**src/button_gesture_fsm_unit_macros.svh**
```systemverilog
// assertion macros used by the button gesture detector sequencer
`ifndef BUTTON_GESTURE_FSM_UNIT_MACROS_SVH
`define BUTTON_GESTURE_FSM_UNIT_MACROS_SVH

// antecedent in this cycle implies consequent in the same cycle
`define BGF_ASSERT_SAME(label, clk, rst_n, ante, cons) \
  label: assert property (@(posedge clk) disable iff (!rst_n) (ante) |-> (cons)) \
    else $error("bgf same-cycle check failed");

// antecedent in this cycle implies consequent in the next cycle
`define BGF_ASSERT_NEXT(label, clk, rst_n, ante, cons) \
  label: assert property (@(posedge clk) disable iff (!rst_n) (ante) |=> (cons)) \
    else $error("bgf next-cycle check failed");

`endif

```
**src/bgf_pkg.sv**
```systemverilog
// shared types and constants of the button gesture detector
package bgf_pkg;

  // field widths
  localparam int REQ_W    = 3;
  localparam int BTN_W    = 3;
  localparam int TIME_W   = 32;
  localparam int LED_W    = 2;
  localparam int ACT_W    = 3;
  localparam int HOLD_W   = 16;
  localparam int OWNER_W  = 4;
  localparam int CFG_W    = 32;
  localparam int CFG_IDX_W = 2;
  localparam int WIN_W    = 16;
  localparam int MODE_W   = 4;

  // default button count
  localparam int NUM_BUTTONS_DEF = 8;

  // request codes
  localparam logic [REQ_W-1:0] REQ_PRESS     = 3'd0;
  localparam logic [REQ_W-1:0] REQ_RELEASE   = 3'd1;
  localparam logic [REQ_W-1:0] REQ_TICK      = 3'd2;
  localparam logic [REQ_W-1:0] REQ_CLEAR     = 3'd3;
  localparam logic [REQ_W-1:0] REQ_CLR_HOLDS = 3'd4;
  localparam logic [REQ_W-1:0] REQ_SET       = 3'd5;

  // visible button states
  localparam logic [LED_W-1:0] LED_OFF   = 2'd0;
  localparam logic [LED_W-1:0] LED_ARMED = 2'd1;
  localparam logic [LED_W-1:0] LED_ON    = 2'd2;
  localparam logic [LED_W-1:0] LED_ALT   = 2'd3;

  // activation methods
  localparam logic [ACT_W-1:0] ACT_NONE      = 3'd0;
  localparam logic [ACT_W-1:0] ACT_MOMENTARY = 3'd1;
  localparam logic [ACT_W-1:0] ACT_TOGGLE    = 3'd2;
  localparam logic [ACT_W-1:0] ACT_DOUBLE    = 3'd3;
  localparam logic [ACT_W-1:0] ACT_LONG      = 3'd4;

  localparam logic [OWNER_W-1:0] OWNER_NONE = 4'd15;
  localparam logic [HOLD_W-1:0]  HOLD_MAX   = 16'hFFFF;

  // mode bit positions within a button's nibble
  localparam int MODE_MOM  = 0;
  localparam int MODE_TOG  = 1;
  localparam int MODE_DBL  = 2;
  localparam int MODE_LONG = 3;

  // configuration register indexes
  localparam logic [CFG_IDX_W-1:0] CFG_MODE_BITS     = 2'd0;
  localparam logic [CFG_IDX_W-1:0] CFG_DOUBLE_WINDOW = 2'd1;
  localparam logic [CFG_IDX_W-1:0] CFG_LONG_HOLD     = 2'd2;
  localparam logic [CFG_IDX_W-1:0] CFG_TOGGLE_HOLD   = 2'd3;

  // configuration reset values
  localparam logic [WIN_W-1:0] DOUBLE_WINDOW_RST = 16'd750;
  localparam logic [WIN_W-1:0] LONG_HOLD_RST     = 16'd2250;
  localparam logic [WIN_W-1:0] TOGGLE_HOLD_RST   = 16'd600;

  // commands from the controller to the datapath
  typedef struct packed {
    logic capture;
    logic execute;
  } bgf_cmd_t;

endpackage

```
**src/button_gesture_fsm_unit.sv**
```systemverilog
// top level of the button gesture detector
//
// Usage:
//   in_* channel carries one item per request (type, button, timestamp,
//   new state); it is taken when in_valid is high and in_stall is low.
//   out_* channel returns exactly one result item per input item, taken
//   when out_valid is high and out_stall is low.
//   cfg_wr_en writes register cfg_index (0 mode bits, 1 double window,
//   2 long time, 3 toggle time) from cfg_wdata at the clock edge.
// Timing:
//   a taken item is captured, the execute step updates the table and
//   registers the result, and the result then waits on out_* until it
//   is taken; one item is in flight at a time, so no new item is taken
//   until the three-step sequencer (take, update table, deliver) is idle.
// Reset (rst_n low, synchronous): all buttons off, counters and stamps
//   zero, mode bits zero, windows back to their default values.
// Stall: while out_stall holds a result, it stays unchanged on out_*
//   and in_stall stays high, so no new item is taken.
module button_gesture_fsm_unit #(
  parameter int NUM_BUTTONS = bgf_pkg::NUM_BUTTONS_DEF
) (
  input  logic                          clk,
  input  logic                          rst_n,
  input  logic                          cfg_wr_en,
  input  logic [bgf_pkg::CFG_IDX_W-1:0] cfg_index,
  input  logic [bgf_pkg::CFG_W-1:0]     cfg_wdata,
  input  logic                          in_valid,
  output logic                          in_stall,
  input  logic [bgf_pkg::REQ_W-1:0]     in_req_type,
  input  logic [bgf_pkg::BTN_W-1:0]     in_button,
  input  logic [bgf_pkg::TIME_W-1:0]    in_now,
  input  logic [bgf_pkg::LED_W-1:0]     in_new_state,
  output logic                          out_valid,
  input  logic                          out_stall,
  output logic                          out_changed,
  output logic [bgf_pkg::LED_W-1:0]     out_led_state,
  output logic [bgf_pkg::ACT_W-1:0]     out_activation,
  output logic [bgf_pkg::HOLD_W-1:0]    out_hold_count
);
  import bgf_pkg::*;

  bgf_cmd_t cmd;

  // sequencer
  bgf_ctrl u_ctrl (
    .clk       (clk),
    .rst_n     (rst_n),
    .in_valid  (in_valid),
    .in_stall  (in_stall),
    .out_valid (out_valid),
    .out_stall (out_stall),
    .cmd       (cmd)
  );

  // state table and gesture logic
  bgf_datapath #(
    .NUM_BUTTONS (NUM_BUTTONS)
  ) u_datapath (
    .clk            (clk),
    .rst_n          (rst_n),
    .cmd            (cmd),
    .cfg_wr_en      (cfg_wr_en),
    .cfg_index      (cfg_index),
    .cfg_wdata      (cfg_wdata),
    .in_req_type    (in_req_type),
    .in_button      (in_button),
    .in_now         (in_now),
    .in_new_state   (in_new_state),
    .out_changed    (out_changed),
    .out_led_state  (out_led_state),
    .out_activation (out_activation),
    .out_hold_count (out_hold_count)
  );

endmodule

```
**src/bgf_ctrl.sv**
```systemverilog
// sequencer that takes one item, runs it and hands out its result
`include "button_gesture_fsm_unit_macros.svh"

module bgf_ctrl (
  input  logic              clk,
  input  logic              rst_n,
  input  logic              in_valid,
  output logic              in_stall,
  output logic              out_valid,
  input  logic              out_stall,
  output bgf_pkg::bgf_cmd_t cmd
);
  import bgf_pkg::*;

  typedef enum logic [2:0] {
    CS_IDLE = 3'b001,
    CS_EXEC = 3'b010,
    CS_OUT  = 3'b100
  } ctrl_state_t;

  ctrl_state_t state_r, state_nxt;
  logic        in_acc;

  assign in_stall  = (state_r != CS_IDLE);
  assign out_valid = (state_r == CS_OUT);
  assign in_acc    = in_valid && !in_stall;

  assign cmd.capture = in_acc;
  assign cmd.execute = (state_r == CS_EXEC);

  // next state
  always_comb begin
    state_nxt = state_r;
    case (state_r)
      CS_IDLE: begin
        if (in_acc) state_nxt = CS_EXEC;
      end
      CS_EXEC: begin
        state_nxt = CS_OUT;
      end
      CS_OUT: begin
        if (!out_stall) state_nxt = CS_IDLE;
      end
      default: begin
        state_nxt = CS_IDLE;
      end
    endcase
  end

  // state register
  always_ff @(posedge clk) begin
    if (!rst_n) begin
      state_r <= CS_IDLE;
    end else begin
      state_r <= state_nxt;
    end
  end

  // sequencing checks
  `BGF_ASSERT_NEXT(a_acc_to_exec, clk, rst_n, in_acc, cmd.execute && !out_valid)
  `BGF_ASSERT_NEXT(a_exec_to_out, clk, rst_n, cmd.execute, out_valid && in_stall)
  `BGF_ASSERT_SAME(a_no_accept_busy, clk, rst_n, out_valid || cmd.execute, !cmd.capture)

endmodule

```
**src/bgf_datapath.sv**
```systemverilog
// per-button state table, configuration registers and gesture logic
module bgf_datapath #(
  parameter int NUM_BUTTONS = bgf_pkg::NUM_BUTTONS_DEF
) (
  input  logic                          clk,
  input  logic                          rst_n,
  input  bgf_pkg::bgf_cmd_t             cmd,
  input  logic                          cfg_wr_en,
  input  logic [bgf_pkg::CFG_IDX_W-1:0] cfg_index,
  input  logic [bgf_pkg::CFG_W-1:0]     cfg_wdata,
  input  logic [bgf_pkg::REQ_W-1:0]     in_req_type,
  input  logic [bgf_pkg::BTN_W-1:0]     in_button,
  input  logic [bgf_pkg::TIME_W-1:0]    in_now,
  input  logic [bgf_pkg::LED_W-1:0]     in_new_state,
  output logic                          out_changed,
  output logic [bgf_pkg::LED_W-1:0]     out_led_state,
  output logic [bgf_pkg::ACT_W-1:0]     out_activation,
  output logic [bgf_pkg::HOLD_W-1:0]    out_hold_count
);
  import bgf_pkg::*;

  localparam int IDX_W = (NUM_BUTTONS > 1) ? $clog2(NUM_BUTTONS) : 1;

  // configuration registers
  logic [CFG_W-1:0] mode_r;
  logic [WIN_W-1:0] dwin_r, long_r, tog_r;

  // captured item
  logic [REQ_W-1:0]  req_r;
  logic [BTN_W-1:0]  btn_r;
  logic [TIME_W-1:0] now_r;
  logic [LED_W-1:0]  ns_r;

  // per-button table
  logic [LED_W-1:0]   st_r   [NUM_BUTTONS];
  logic [HOLD_W-1:0]  hold_r [NUM_BUTTONS];
  logic [TIME_W-1:0]  ps_r   [NUM_BUTTONS];
  logic [TIME_W-1:0]  rs_r   [NUM_BUTTONS];
  logic [BTN_W-1:0]   lr_r   [NUM_BUTTONS];
  logic [OWNER_W-1:0] own_r  [NUM_BUTTONS];
  logic [ACT_W-1:0]   meth_r [NUM_BUTTONS];

  // result registers
  logic              chg_r;
  logic [LED_W-1:0]  led_r;
  logic [ACT_W-1:0]  act_r;
  logic [HOLD_W-1:0] hcnt_r;

  // selected entry and its new values
  logic              in_range;
  logic [IDX_W-1:0]  idx;
  logic [MODE_W-1:0] m;
  logic [LED_W-1:0]   st, st_nxt;
  logic [HOLD_W-1:0]  hold, hold_inc, hold_nxt;
  logic [TIME_W-1:0]  ps, ps_nxt, rs, rs_nxt;
  logic [BTN_W-1:0]   lr, lr_nxt;
  logic [OWNER_W-1:0] own, own_nxt;
  logic [ACT_W-1:0]   meth, meth_nxt;
  logic               chg;
  logic [TIME_W-1:0]  held, gap, since;

  assign in_range = ({1'b0, btn_r} < (BTN_W+1)'(NUM_BUTTONS));
  assign idx      = btn_r[IDX_W-1:0];
  assign m        = mode_r[4*btn_r +: MODE_W];
  assign st       = st_r[idx];
  assign hold     = hold_r[idx];
  assign ps       = ps_r[idx];
  assign rs       = rs_r[idx];
  assign lr       = lr_r[idx];
  assign own      = own_r[idx];
  assign meth     = meth_r[idx];
  assign hold_inc = (hold == HOLD_MAX) ? hold : hold + 16'd1;
  assign held     = now_r - ps;
  assign gap      = ps - rs;
  assign since    = now_r - ps;

  // gesture rules for the addressed button
  always_comb begin
    st_nxt   = st;
    hold_nxt = hold;
    ps_nxt   = ps;
    rs_nxt   = rs;
    lr_nxt   = lr;
    own_nxt  = own;
    meth_nxt = meth;
    chg      = 1'b0;
    case (req_r)
      REQ_PRESS: begin
        hold_nxt = hold_inc;
        if (hold_inc == 16'd1) begin
          if (st == LED_ON || st == LED_ALT) begin
            ps_nxt   = '0;
            lr_nxt   = '0;
            st_nxt   = LED_OFF;
            meth_nxt = ACT_NONE;
            chg      = 1'b1;
          end else begin
            ps_nxt  = now_r;
            own_nxt = {1'b0, btn_r};
            if (m[MODE_MOM]) begin
              st_nxt   = LED_ON;
              meth_nxt = ACT_MOMENTARY;
              chg      = 1'b1;
            end else begin
              st_nxt = LED_ARMED;
            end
          end
        end else if (st == LED_ARMED) begin
          if (m[MODE_LONG]) begin
            if (held > {16'd0, long_r}) begin
              st_nxt   = LED_ALT;
              meth_nxt = ACT_LONG;
              chg      = 1'b1;
            end
          end else if (m[MODE_TOG]) begin
            if (held > {16'd0, tog_r}) begin
              st_nxt   = LED_ON;
              meth_nxt = ACT_TOGGLE;
              chg      = 1'b1;
            end
          end
        end
      end
      REQ_RELEASE: begin
        if (hold != '0) begin
          hold_nxt = '0;
          if (own == {1'b0, btn_r}) begin
            own_nxt = OWNER_NONE;
            if (m[MODE_MOM]) begin
              st_nxt   = LED_OFF;
              meth_nxt = ACT_NONE;
              chg      = 1'b1;
            end else if (st == LED_ARMED) begin
              if (m[MODE_DBL] && lr == btn_r && gap < {16'd0, dwin_r}) begin
                st_nxt   = LED_ALT;
                meth_nxt = ACT_DOUBLE;
                chg      = 1'b1;
              end else if (!m[MODE_DBL] && m[MODE_TOG]) begin
                st_nxt   = LED_ON;
                meth_nxt = ACT_TOGGLE;
                chg      = 1'b1;
              end else begin
                lr_nxt   = btn_r;
                rs_nxt   = now_r;
                st_nxt   = LED_OFF;
                meth_nxt = ACT_NONE;
                chg      = 1'b1;
              end
            end
          end
        end
      end
      REQ_TICK: begin
        if (st == LED_ARMED && hold == '0) begin
          if (m[MODE_TOG]) begin
            if (since > {16'd0, dwin_r}) begin
              st_nxt   = LED_ON;
              meth_nxt = ACT_TOGGLE;
              chg      = 1'b1;
            end
          end else if (m[MODE_DBL]) begin
            if (since > {16'd0, dwin_r}) begin
              ps_nxt   = '0;
              st_nxt   = LED_OFF;
              meth_nxt = ACT_NONE;
              chg      = 1'b1;
            end
          end else if (m[MODE_LONG]) begin
            ps_nxt   = '0;
            st_nxt   = LED_OFF;
            meth_nxt = ACT_NONE;
            chg      = 1'b1;
          end
        end
      end
      REQ_CLEAR: begin
        st_nxt   = ns_r;
        hold_nxt = '0;
        ps_nxt   = '0;
        rs_nxt   = '0;
        lr_nxt   = '0;
        own_nxt  = '0;
        meth_nxt = ACT_NONE;
      end
      REQ_CLR_HOLDS: begin
        hold_nxt = '0;
      end
      REQ_SET: begin
        st_nxt = ns_r;
      end
      default: begin
        chg = 1'b0;
      end
    endcase
  end

  // configuration registers
  always_ff @(posedge clk) begin
    if (!rst_n) begin
      mode_r <= '0;
      dwin_r <= DOUBLE_WINDOW_RST;
      long_r <= LONG_HOLD_RST;
      tog_r  <= TOGGLE_HOLD_RST;
    end else if (cfg_wr_en) begin
      case (cfg_index)
        CFG_MODE_BITS:     mode_r <= cfg_wdata;
        CFG_DOUBLE_WINDOW: dwin_r <= cfg_wdata[WIN_W-1:0];
        CFG_LONG_HOLD:     long_r <= cfg_wdata[WIN_W-1:0];
        CFG_TOGGLE_HOLD:   tog_r  <= cfg_wdata[WIN_W-1:0];
        default:           mode_r <= mode_r;
      endcase
    end
  end

  // item capture
  always_ff @(posedge clk) begin
    if (cmd.capture) begin
      req_r <= in_req_type;
      btn_r <= in_button;
      now_r <= in_now;
      ns_r  <= in_new_state;
    end
  end

  // table update
  always_ff @(posedge clk) begin
    if (!rst_n) begin
      for (int i = 0; i < NUM_BUTTONS; i++) begin
        st_r[i]   <= LED_OFF;
        hold_r[i] <= '0;
        ps_r[i]   <= '0;
        rs_r[i]   <= '0;
        lr_r[i]   <= '0;
        own_r[i]  <= '0;
        meth_r[i] <= ACT_NONE;
      end
    end else if (cmd.execute) begin
      for (int i = 0; i < NUM_BUTTONS; i++) begin
        if (in_range && idx == IDX_W'(i)) begin
          st_r[i]   <= st_nxt;
          ps_r[i]   <= ps_nxt;
          rs_r[i]   <= rs_nxt;
          lr_r[i]   <= lr_nxt;
          own_r[i]  <= own_nxt;
          meth_r[i] <= meth_nxt;
        end
        // dropping all holds zeroes every counter, the addressed one included
        if (req_r == REQ_CLR_HOLDS) begin
          hold_r[i] <= '0;
        end else if (in_range && idx == IDX_W'(i)) begin
          hold_r[i] <= hold_nxt;
        end
      end
    end
  end

  // result registers
  always_ff @(posedge clk) begin
    if (cmd.execute) begin
      if (in_range) begin
        chg_r  <= chg;
        led_r  <= st_nxt;
        act_r  <= meth_nxt;
        hcnt_r <= hold_nxt;
      end else begin
        chg_r  <= 1'b0;
        led_r  <= LED_OFF;
        act_r  <= ACT_NONE;
        hcnt_r <= '0;
      end
    end
  end

  assign out_changed    = chg_r;
  assign out_led_state  = led_r;
  assign out_activation = act_r;
  assign out_hold_count = hcnt_r;

endmodule

```
**config.mk**
```make
export PLATFORM = sky130hd
export DESIGN_NAME = button_gesture_fsm_unit
export DESIGN_NICKNAME = d
export VERILOG_FILES = /design/src/bgf_pkg.sv /design/src/button_gesture_fsm_unit.sv /design/src/bgf_ctrl.sv /design/src/bgf_datapath.sv
export VERILOG_INCLUDE_DIRS = /design/src /design/src/src
export SDC_FILE = /design/constraint.sdc
export NUM_CORES = 2
export LEC_CHECK = 0
export BUFFER_PORTS_ARGS = -buffer_cell sky130_fd_sc_hd__buf_2
export CAP_MARGIN = 25
export CORE_MARGIN = 2
export CORE_UTILIZATION = 45
export DETAILED_ROUTE_END_ITERATION = 16
export GPL_TIMING_DRIVEN = 0
export MAX_ROUTING_LAYER = met4
export PLACE_DENSITY = 0.72
export SLEW_MARGIN = 30
export SYNTH_ARGS = -nofsm -noshare
export SYNTH_HDL_FRONTEND = slang
export SYNTH_HIERARCHICAL = 1
export SYNTH_SLANG_ARGS = --single-unit
```
**constraint.sdc**
```tcl
create_clock -name clk -period 10 [get_ports clk]
set_input_delay 1 -clock clk [delete_from_list [all_inputs] [get_ports clk]]
set_output_delay 1 -clock clk [all_outputs]
set_load 0.02 [all_outputs]
```
* Word-level counts from Yosys, hierarchy flattened
Memory sizes are Yosys's and may differ from the RTL's. A register that Yosys moved wholly into a read port is not among the register bits.
Index checks and enable logic that the tools add are counted.
** Storage, ports and cells
- Bits in registers :: 145
- Bits in latches :: 0
- RAM bits :: 736
- Bits in read-only memories :: 0
- Logic and storage cells :: 375
- Memories kept :: 7
** Operators by class
- Add/subtract/negate cells :: 3
- Multipliers :: 0
- Divide/modulo/power cells :: 0
- Magnitude comparators :: 4
- Equality and inequality tests :: 28
- Shift-type cells :: 1
- Multiplexer cells :: 235
- Bitwise gates (word level) :: 64
- Reduce and logical (&&, ||, !) cells :: 20
** Memories
- u_datapath.ps_r :: words 8, bits a word 32, read ports 1, clocked after Yosys merged registers in 1, wr ports 8, RTL line bgf_datapath.sv:37 : logic [TIME_W-1:0] ps_r [NUM_BUTTONS];
- u_datapath.rs_r :: words 8, bits a word 32, read ports 1, clocked after Yosys merged registers in 1, wr ports 8, RTL line bgf_datapath.sv:38 : logic [TIME_W-1:0] rs_r [NUM_BUTTONS];
- u_datapath.hold_r :: words 8, bits a word 16, read ports 1, clocked after Yosys merged registers in 1, wr ports 8, RTL line bgf_datapath.sv:36 : logic [HOLD_W-1:0] hold_r [NUM_BUTTONS];
- u_datapath.own_r :: words 8, bits a word 4, read ports 1, clocked after Yosys merged registers in 1, wr ports 8, RTL line bgf_datapath.sv:40 : logic [OWNER_W-1:0] own_r [NUM_BUTTONS];
- u_datapath.lr_r :: words 8, bits a word 3, read ports 1, clocked after Yosys merged registers in 1, wr ports 8, RTL line bgf_datapath.sv:39 : logic [BTN_W-1:0] lr_r [NUM_BUTTONS];
- u_datapath.meth_r :: words 8, bits a word 3, read ports 1, clocked after Yosys merged registers in 1, wr ports 8, RTL line bgf_datapath.sv:41 : logic [ACT_W-1:0] meth_r [NUM_BUTTONS];
- +1 memories
** Operators with widths (number)
- two-way mux 32 bit :: 29
- two-way mux 16 bit :: 18
- two-way mux 3 bit :: 52
- greater-than comparator 32 x 16 -> 1 bit :: 3
- case mux 32 bit (3 select lines) :: 1
- two-way mux 1 bit :: 86
- OR 1 bit :: 64
- case mux 32 bit (2 select lines) :: 1
- subtractor 32 bit :: 2
- two-way mux 2 bit :: 29
- two-way mux 4 bit :: 12
- case mux 16 bit (3 select lines) :: 1
- < comparator 32 x 16 -> 1 bit :: 1
- indexed part select 32 x 6 -> 4 bit :: 1
- equality test 3 bit (second input constant) :: 7
- case mux 3 bit (3 select lines) :: 2
- adder 16 x 1 -> 16 bit (second input constant) :: 1
- equality test 16 x 1 -> 1 bit (second input constant) :: 1
- equality test 16 bit (second input constant) :: 1
- logical NOT 16 bit :: 1
- nonzero test 16 bit :: 1
- equality test 3 x 2 -> 1 bit (second input constant) :: 5
- case mux 3 bit (4 select lines) :: 1
- case mux 4 bit (3 select lines) :: 1
- other kinds (17) :: 34

* Logic depth before layout (Yosys ltp)
- Depth after elaboration :: 11
- Depth in mapped cells :: 32
- Depth with buffers taken out :: 23

* By module
Netlist, hierarchy kept.
** Modules (own cells, without submodules)
- bgf_datapath :: instances 1, cells an instance 3677, area an instance 45479.9 um^2, seq. area each 25624.6 um^2
- bgf_ctrl :: instances 1, cells an instance 16, area an instance 168.9 um^2, seq. area each 60.1 um^2

* Worst setup path before layout
No wires, ideal clock.
- Path type :: register to register
- Start :: register with a tool-made name
- End :: memory u_datapath.lr_r[6][0], data pin
- Data arrival time :: 7.760 ns
- Slack :: 1.967 ns
- Cell stages (with the launch flop) :: 31
- Path buffers :: 8
- Period minus slack after synthesis :: 8.033 ns
- Cells stage by stage :: dfxtp_1 -> buf_4 -> buf_4 -> buf_6 -> buf_4 -> buf_1 -> buf_2 -> buf_1 -> mux4_2 -> mux2i_1 -> inv_1 -> ha_1 -> fa_1 -> nor2b_1 -> o2111ai_1 -> a21boi_0 -> o21ai_0 -> xnor2_1 -> ha_1 -> a21o_1 -> a21o_1 -> a21oi_1 -> nand4b_1 -> nor4b_2 -> or3b_1 -> a2111oi_4 -> nand4b_2 -> and4_1 -> clkbuf_1 -> a211oi_2 -> nor3_1
** RTL lines (RTL line)
- to (decl) :: bgf_datapath.sv:39

==> results.md <==
Global route:
- The aggregate global routing overflow is 0.
- The via count of the first global-routing pass came to 33300.
- The global-route met1 utilization is about 36%.
- After global routing, the most crowded layer is met2.
- In the global route stage, met2 resource usage came out at 46.0%.
- The wire length of the first global-routing pass is 214 mm.
- The number of antenna violations at the first check in global routing came to 1.
- The total routing usage reported by global routing is between 20% and 30%.
- The met3 track demand over resource is 4.94%.
- Entering global routing, the biggest net connects 45 pins.

Synthesis:
- The cell taking the most area after synthesis is sky130_fd_sc_hd__edfxtp_1.
- By area the synthesized netlist is led by sky130_fd_sc_hd__edfxtp_1 52%, sky130_fd_sc_hd__mux4_2 9.0%, sky130_fd_sc_hd__o22ai_1 3.8%.
- Of all flip-flops after synthesis, the portion carrying an async set or reset was 0%.
- The mapped netlist covers 0.0456 mm^2.
- The total of flip-flops plus latches after synthesis is 884.
- Counting every net in the synthesized netlist gives approximately 3900.
- Yosys mapped a number of flops with a built-in enable equal to 798.
- The synthesized design devotes to its leading area cell type a little over half of total area.
- Synthesis produced a netlist whose cell count is 3693.
- The most frequently used flop master after synthesis is sky130_fd_sc_hd__edfxtp_1.
- The number of different library cells used by synthesis comes to about 110.
- The mean area per synthesized cell is 12.4 um^2.
- Yosys printed 6 warnings.
- The sequential cell area fraction in the yosys report is a little under three fifths.

Pwr:
- The power density over the cells is between 150 and 200 mW/mm^2.
- The leakage component of the power is 18.5 nW.
- The peak supply drop is 169 uV.

Clock network:
- The clock-pin slew reported for the worst setup and hold paths after clock tree synthesis is around 0.060 ns.
- The number of levels the H-tree was split into is 3.
- TritonCTS created 91 clock buffers.
- The total of hold buffers inserted after clock tree synthesis is 0.
- Clock latency on the worst-skew pair, taken at its later pin, is between 0.6 and 0.7 ns.
- The CTS tree is done.
- The tree is rooted in a sky130_fd_sc_hd__clkbuf_16.
- The number of buffers between clock root and the deepest sink is 3.
- The TritonCTS sink count is 884.

Final layout:
- At the end of the flow, the number of nets in the layout was just over 4000.
- Counting the fill cells in the layout gives 8453.
- The count of cells in the finished layout, fillers not included, comes to 5362.
- Of the cells placed in the final design, the portion with a size suffix greater than 1 is around 18%.
- Relative to the synthesized area, the layout overhead comes to 14.0%.

Detailed routing:
- The pre-antenna-repair detailed-routing pass consisted of 6 iterations.
- In the final routed layout, each cell accounts on average for between 20 and 30 um.
- The iteration-0 DRC count of the detailed router is 4207.
- For this run, design rule violations remaining after detail routing come to 0.
- The ratio of routed vias to standard cells is approximately 6.4.
- The post-detailed-route count of antenna-violating nets is 0.
- The via total after detailed routing is 34100.
- The aggregate routed wire length is approximately 150 mm.

Outcome:
- The flow ran to the end, and the final reports show no timing, DRC or antenna violations.

Timing:
- The worst hold slack is 0.457 ns.
- Across the routed clock network, the largest skew measured is 0.0348 ns.
- The max-slew violation count is 0.
- Dividing the final minimum period by the clock period gives 97.7%.
- The worst pin sits at a relative slew slack of roughly a third.
- Setup violations remaining at the end of the flow were counted as 0.
- The final count of hold timing violations was 0.
- The time the final worst path needs with I/O delays and setup is roughly 9.8 ns.
- The upper clock frequency limit is just over 0.1 GHz.
- The slew of the pin with the lowest slew margin is a little under 1 ns.

Placed design:
- The last weighted congestion value of the routability-driven placer is roughly 1.0.
- The HPWL after detailed placement is 108 mm.
- The total placed cells including tap cells is 5196.
- Input and output buffers added on the ports amount to 102.

Worst setup path:
- In this run the worst path has a maximum fanout of 10.
- The kind of end point of the critical path is a flip-flop.
- The standard cell with the maximum stage delay on the critical path is sky130_fd_sc_hd__or4b_2.
- The slack of the worst reg-to-reg path is 0.23 ns.
- The worst setup path is of the flip-flop to flip-flop kind.
- The kind of start point of the critical path is a flip-flop.
- Data on the critical path arrives at its endpoint at 10.23 ns.
- The terminus of the critical flop-to-flop path is u_datapath/ps_r[7][1].
- Among the stages of the critical path, the cell type that occurs most often is sky130_fd_sc_hd__buf_2.
- The largest single stage delay on the critical path is 0.62 ns.
- The worst reg-to-reg path cell count is 32.
- For the worst setup path, the data required time is 10.46 ns.

Floorplanning:
- The core box area is between 0.1 and 0.15 mm^2.
- During I/O placement, the number of pins put on the boundary was 103.
- The width of the die is ~320 um.
- The die covers 0.104 mm^2.
- The die outline height is 323 um.
- The number of placement rows is around 120.
- For this configuration, the core starts out at a cell density of 45.5%.

Min path:
- The path class of the lowest-slack min-delay path is flip-flop to flip-flop.
- The capture endpoint of the worst hold path is u_datapath/mode_r[13].
- The worst hold path startpoint is u_datapath/mode_r[13].
- The worst hold path was traced through 2 stages.

Run:
- The tool flagged a number of max-cap violations equal to 0.
==> how the worst max path moves through the flow <==
stage                                         to  slack [ns]  cells past startpoint
after floorplan            u_datapath/lr_r[6][0]        1.97                     30
after global placement    u_datapath/rs_r[7][24]       -4.81                      3
after detailed placement   u_datapath/rs_r[4][2]       -1.23                     29
after CTS                 u_datapath/rs_r[1][28]        0.08                     29
after global routing      u_datapath/rs_r[4][27]       -0.03                     30
final                      u_datapath/ps_r[7][1]        0.23                     32
==> routing by layer <==
layer,share of wire [%],wire (um),vias to the layer above
met5,0,0,-
met3,9.7,14100,399
met2,47,69200,2040
met1,38,55000,16800
li1,-,-,14800
met4,5.2,7650,0
==> kinds of logic (layout without fill, tap and decap cells) <==
logic type      Yosys count  after routing  synth area share, %
flops                   884            884                 56.3
buf+inv                 353            663                 3.31
other cells               0              2                    0
xor+xnor                 45             45                0.863
mux                     311            311                 11.9
fa+ha+maj               131            131                 3.62
simple gates           1106           1106                 11.2
compound gates          863            863                 12.8
==> cells in the final DEF, fill, tap and decap left out, types with 125 or more instances in the layout <==
cell type / Yosys / routed
sky130_fd_sc_hd__mux4_2: 182 / 182
sky130_fd_sc_hd__edfxtp_1: 798 / 798
sky130_fd_sc_hd__nand2_1: 314 / 308
sky130_fd_sc_hd__ha_1: 129 / 129
sky130_fd_sc_hd__buf_2: 50 / 163
sky130_fd_sc_hd__clkbuf_1: 119 / 135
sky130_fd_sc_hd__a21oi_1: 168 / 166
sky130_fd_sc_hd__inv_1: 125 / 125
sky130_fd_sc_hd__nor2_1: 448 / 448
sky130_fd_sc_hd__o22ai_1: 277 / 277
==> cell type report <==
| cell class | count | area (um^2) | area share, % |
|---|---|---|---|
| Timing Repair Buffer | 150 | 1550 | 2.99 |
| Antenna cell | 2 | 5.00 | 0.00962 |
| Multi-Input combinational cell | 2456 | 18700 | 36.0 |
| Inverter | 126 | 473 | 0.909 |
| Buffer | 226 | 1090 | 2.10 |
| Sequential cell | 884 | 25700 | 49.4 |
| Clock inverter | 35 | 277 | 0.531 |
| Clock buffer | 126 | 2540 | 4.88 |
| Tap cell | 1357 | 1700 | 3.26 |
==> where the power goes <==
group | total, mW | internal (mW) | switching [mW]
clock | 3.25 | 1.85 | 1.40
combinational | 2.74 | 1.00 | 1.74
sequential | 4.28 | 4.21 | 0.0701
total | 10.3 | 7.06 | 3.22
==> Yosys cell counts (all sizes together), types with 64 or more instances <==
library cell and number:
o22ai 277, a21oi 170, clkbuf 119, mux2i 106, mux4 182, o21ai 108, nand2 314, dfxtp 86
nor2 450, buf 108, nor3 64, inv 126, ha 129, edfxtp 798
==> per-stage QoR <==
step	total power, mW	setup TNS, ns	utilization (%)	setup WS (ns)	instance area, um^2
4_1_cts	10.2	0	51.7	0.0771	51900
3_5_place_dp	7.00	-336.10	48.9	-1.23	49000
3_3_place_gp	6.95	-2620.66	47.7	-4.81	47900
5_1_grt	10.7	-0.109	51.9	-0.0266	52000
6_report	10.3	0	51.9	0.233	52000
2_1_floorplan	6.17	0	-	1.97	45600
==> critical path, delay by kind of cell (launching register included) <==
kind	cells	cell delay (ns)
buf+inv	11	3.43
fa+ha+maj	2	0.49
flops	1	0.32
compound gates	10	2.27
xor+xnor	1	0.38
mux	2	0.71
simple gates	6	1.90
==> state kept, by name, indices dropped and copies added (netlist names), 24 cells and up, named ones only <==
register,count
u_datapath/hold_r,128
u_datapath/own_r,32
u_datapath/lr_r,24
u_datapath/rs_r,256
u_datapath/mode_r,32
u_datapath/meth_r,24
u_datapath/now_r,32
u_datapath/ps_r,256
==> what timing repair did <==
| action | in CTS | in global routing |
|---|---|---|
| setup endpoints to repair | 378 | 346 |
| gates resized for setup | 24 | 21 |
| pin swaps | 1 | 1 |
| setup buffers | 1 | 3 |
Note: power is estimated with default switching activity, not from simulation.
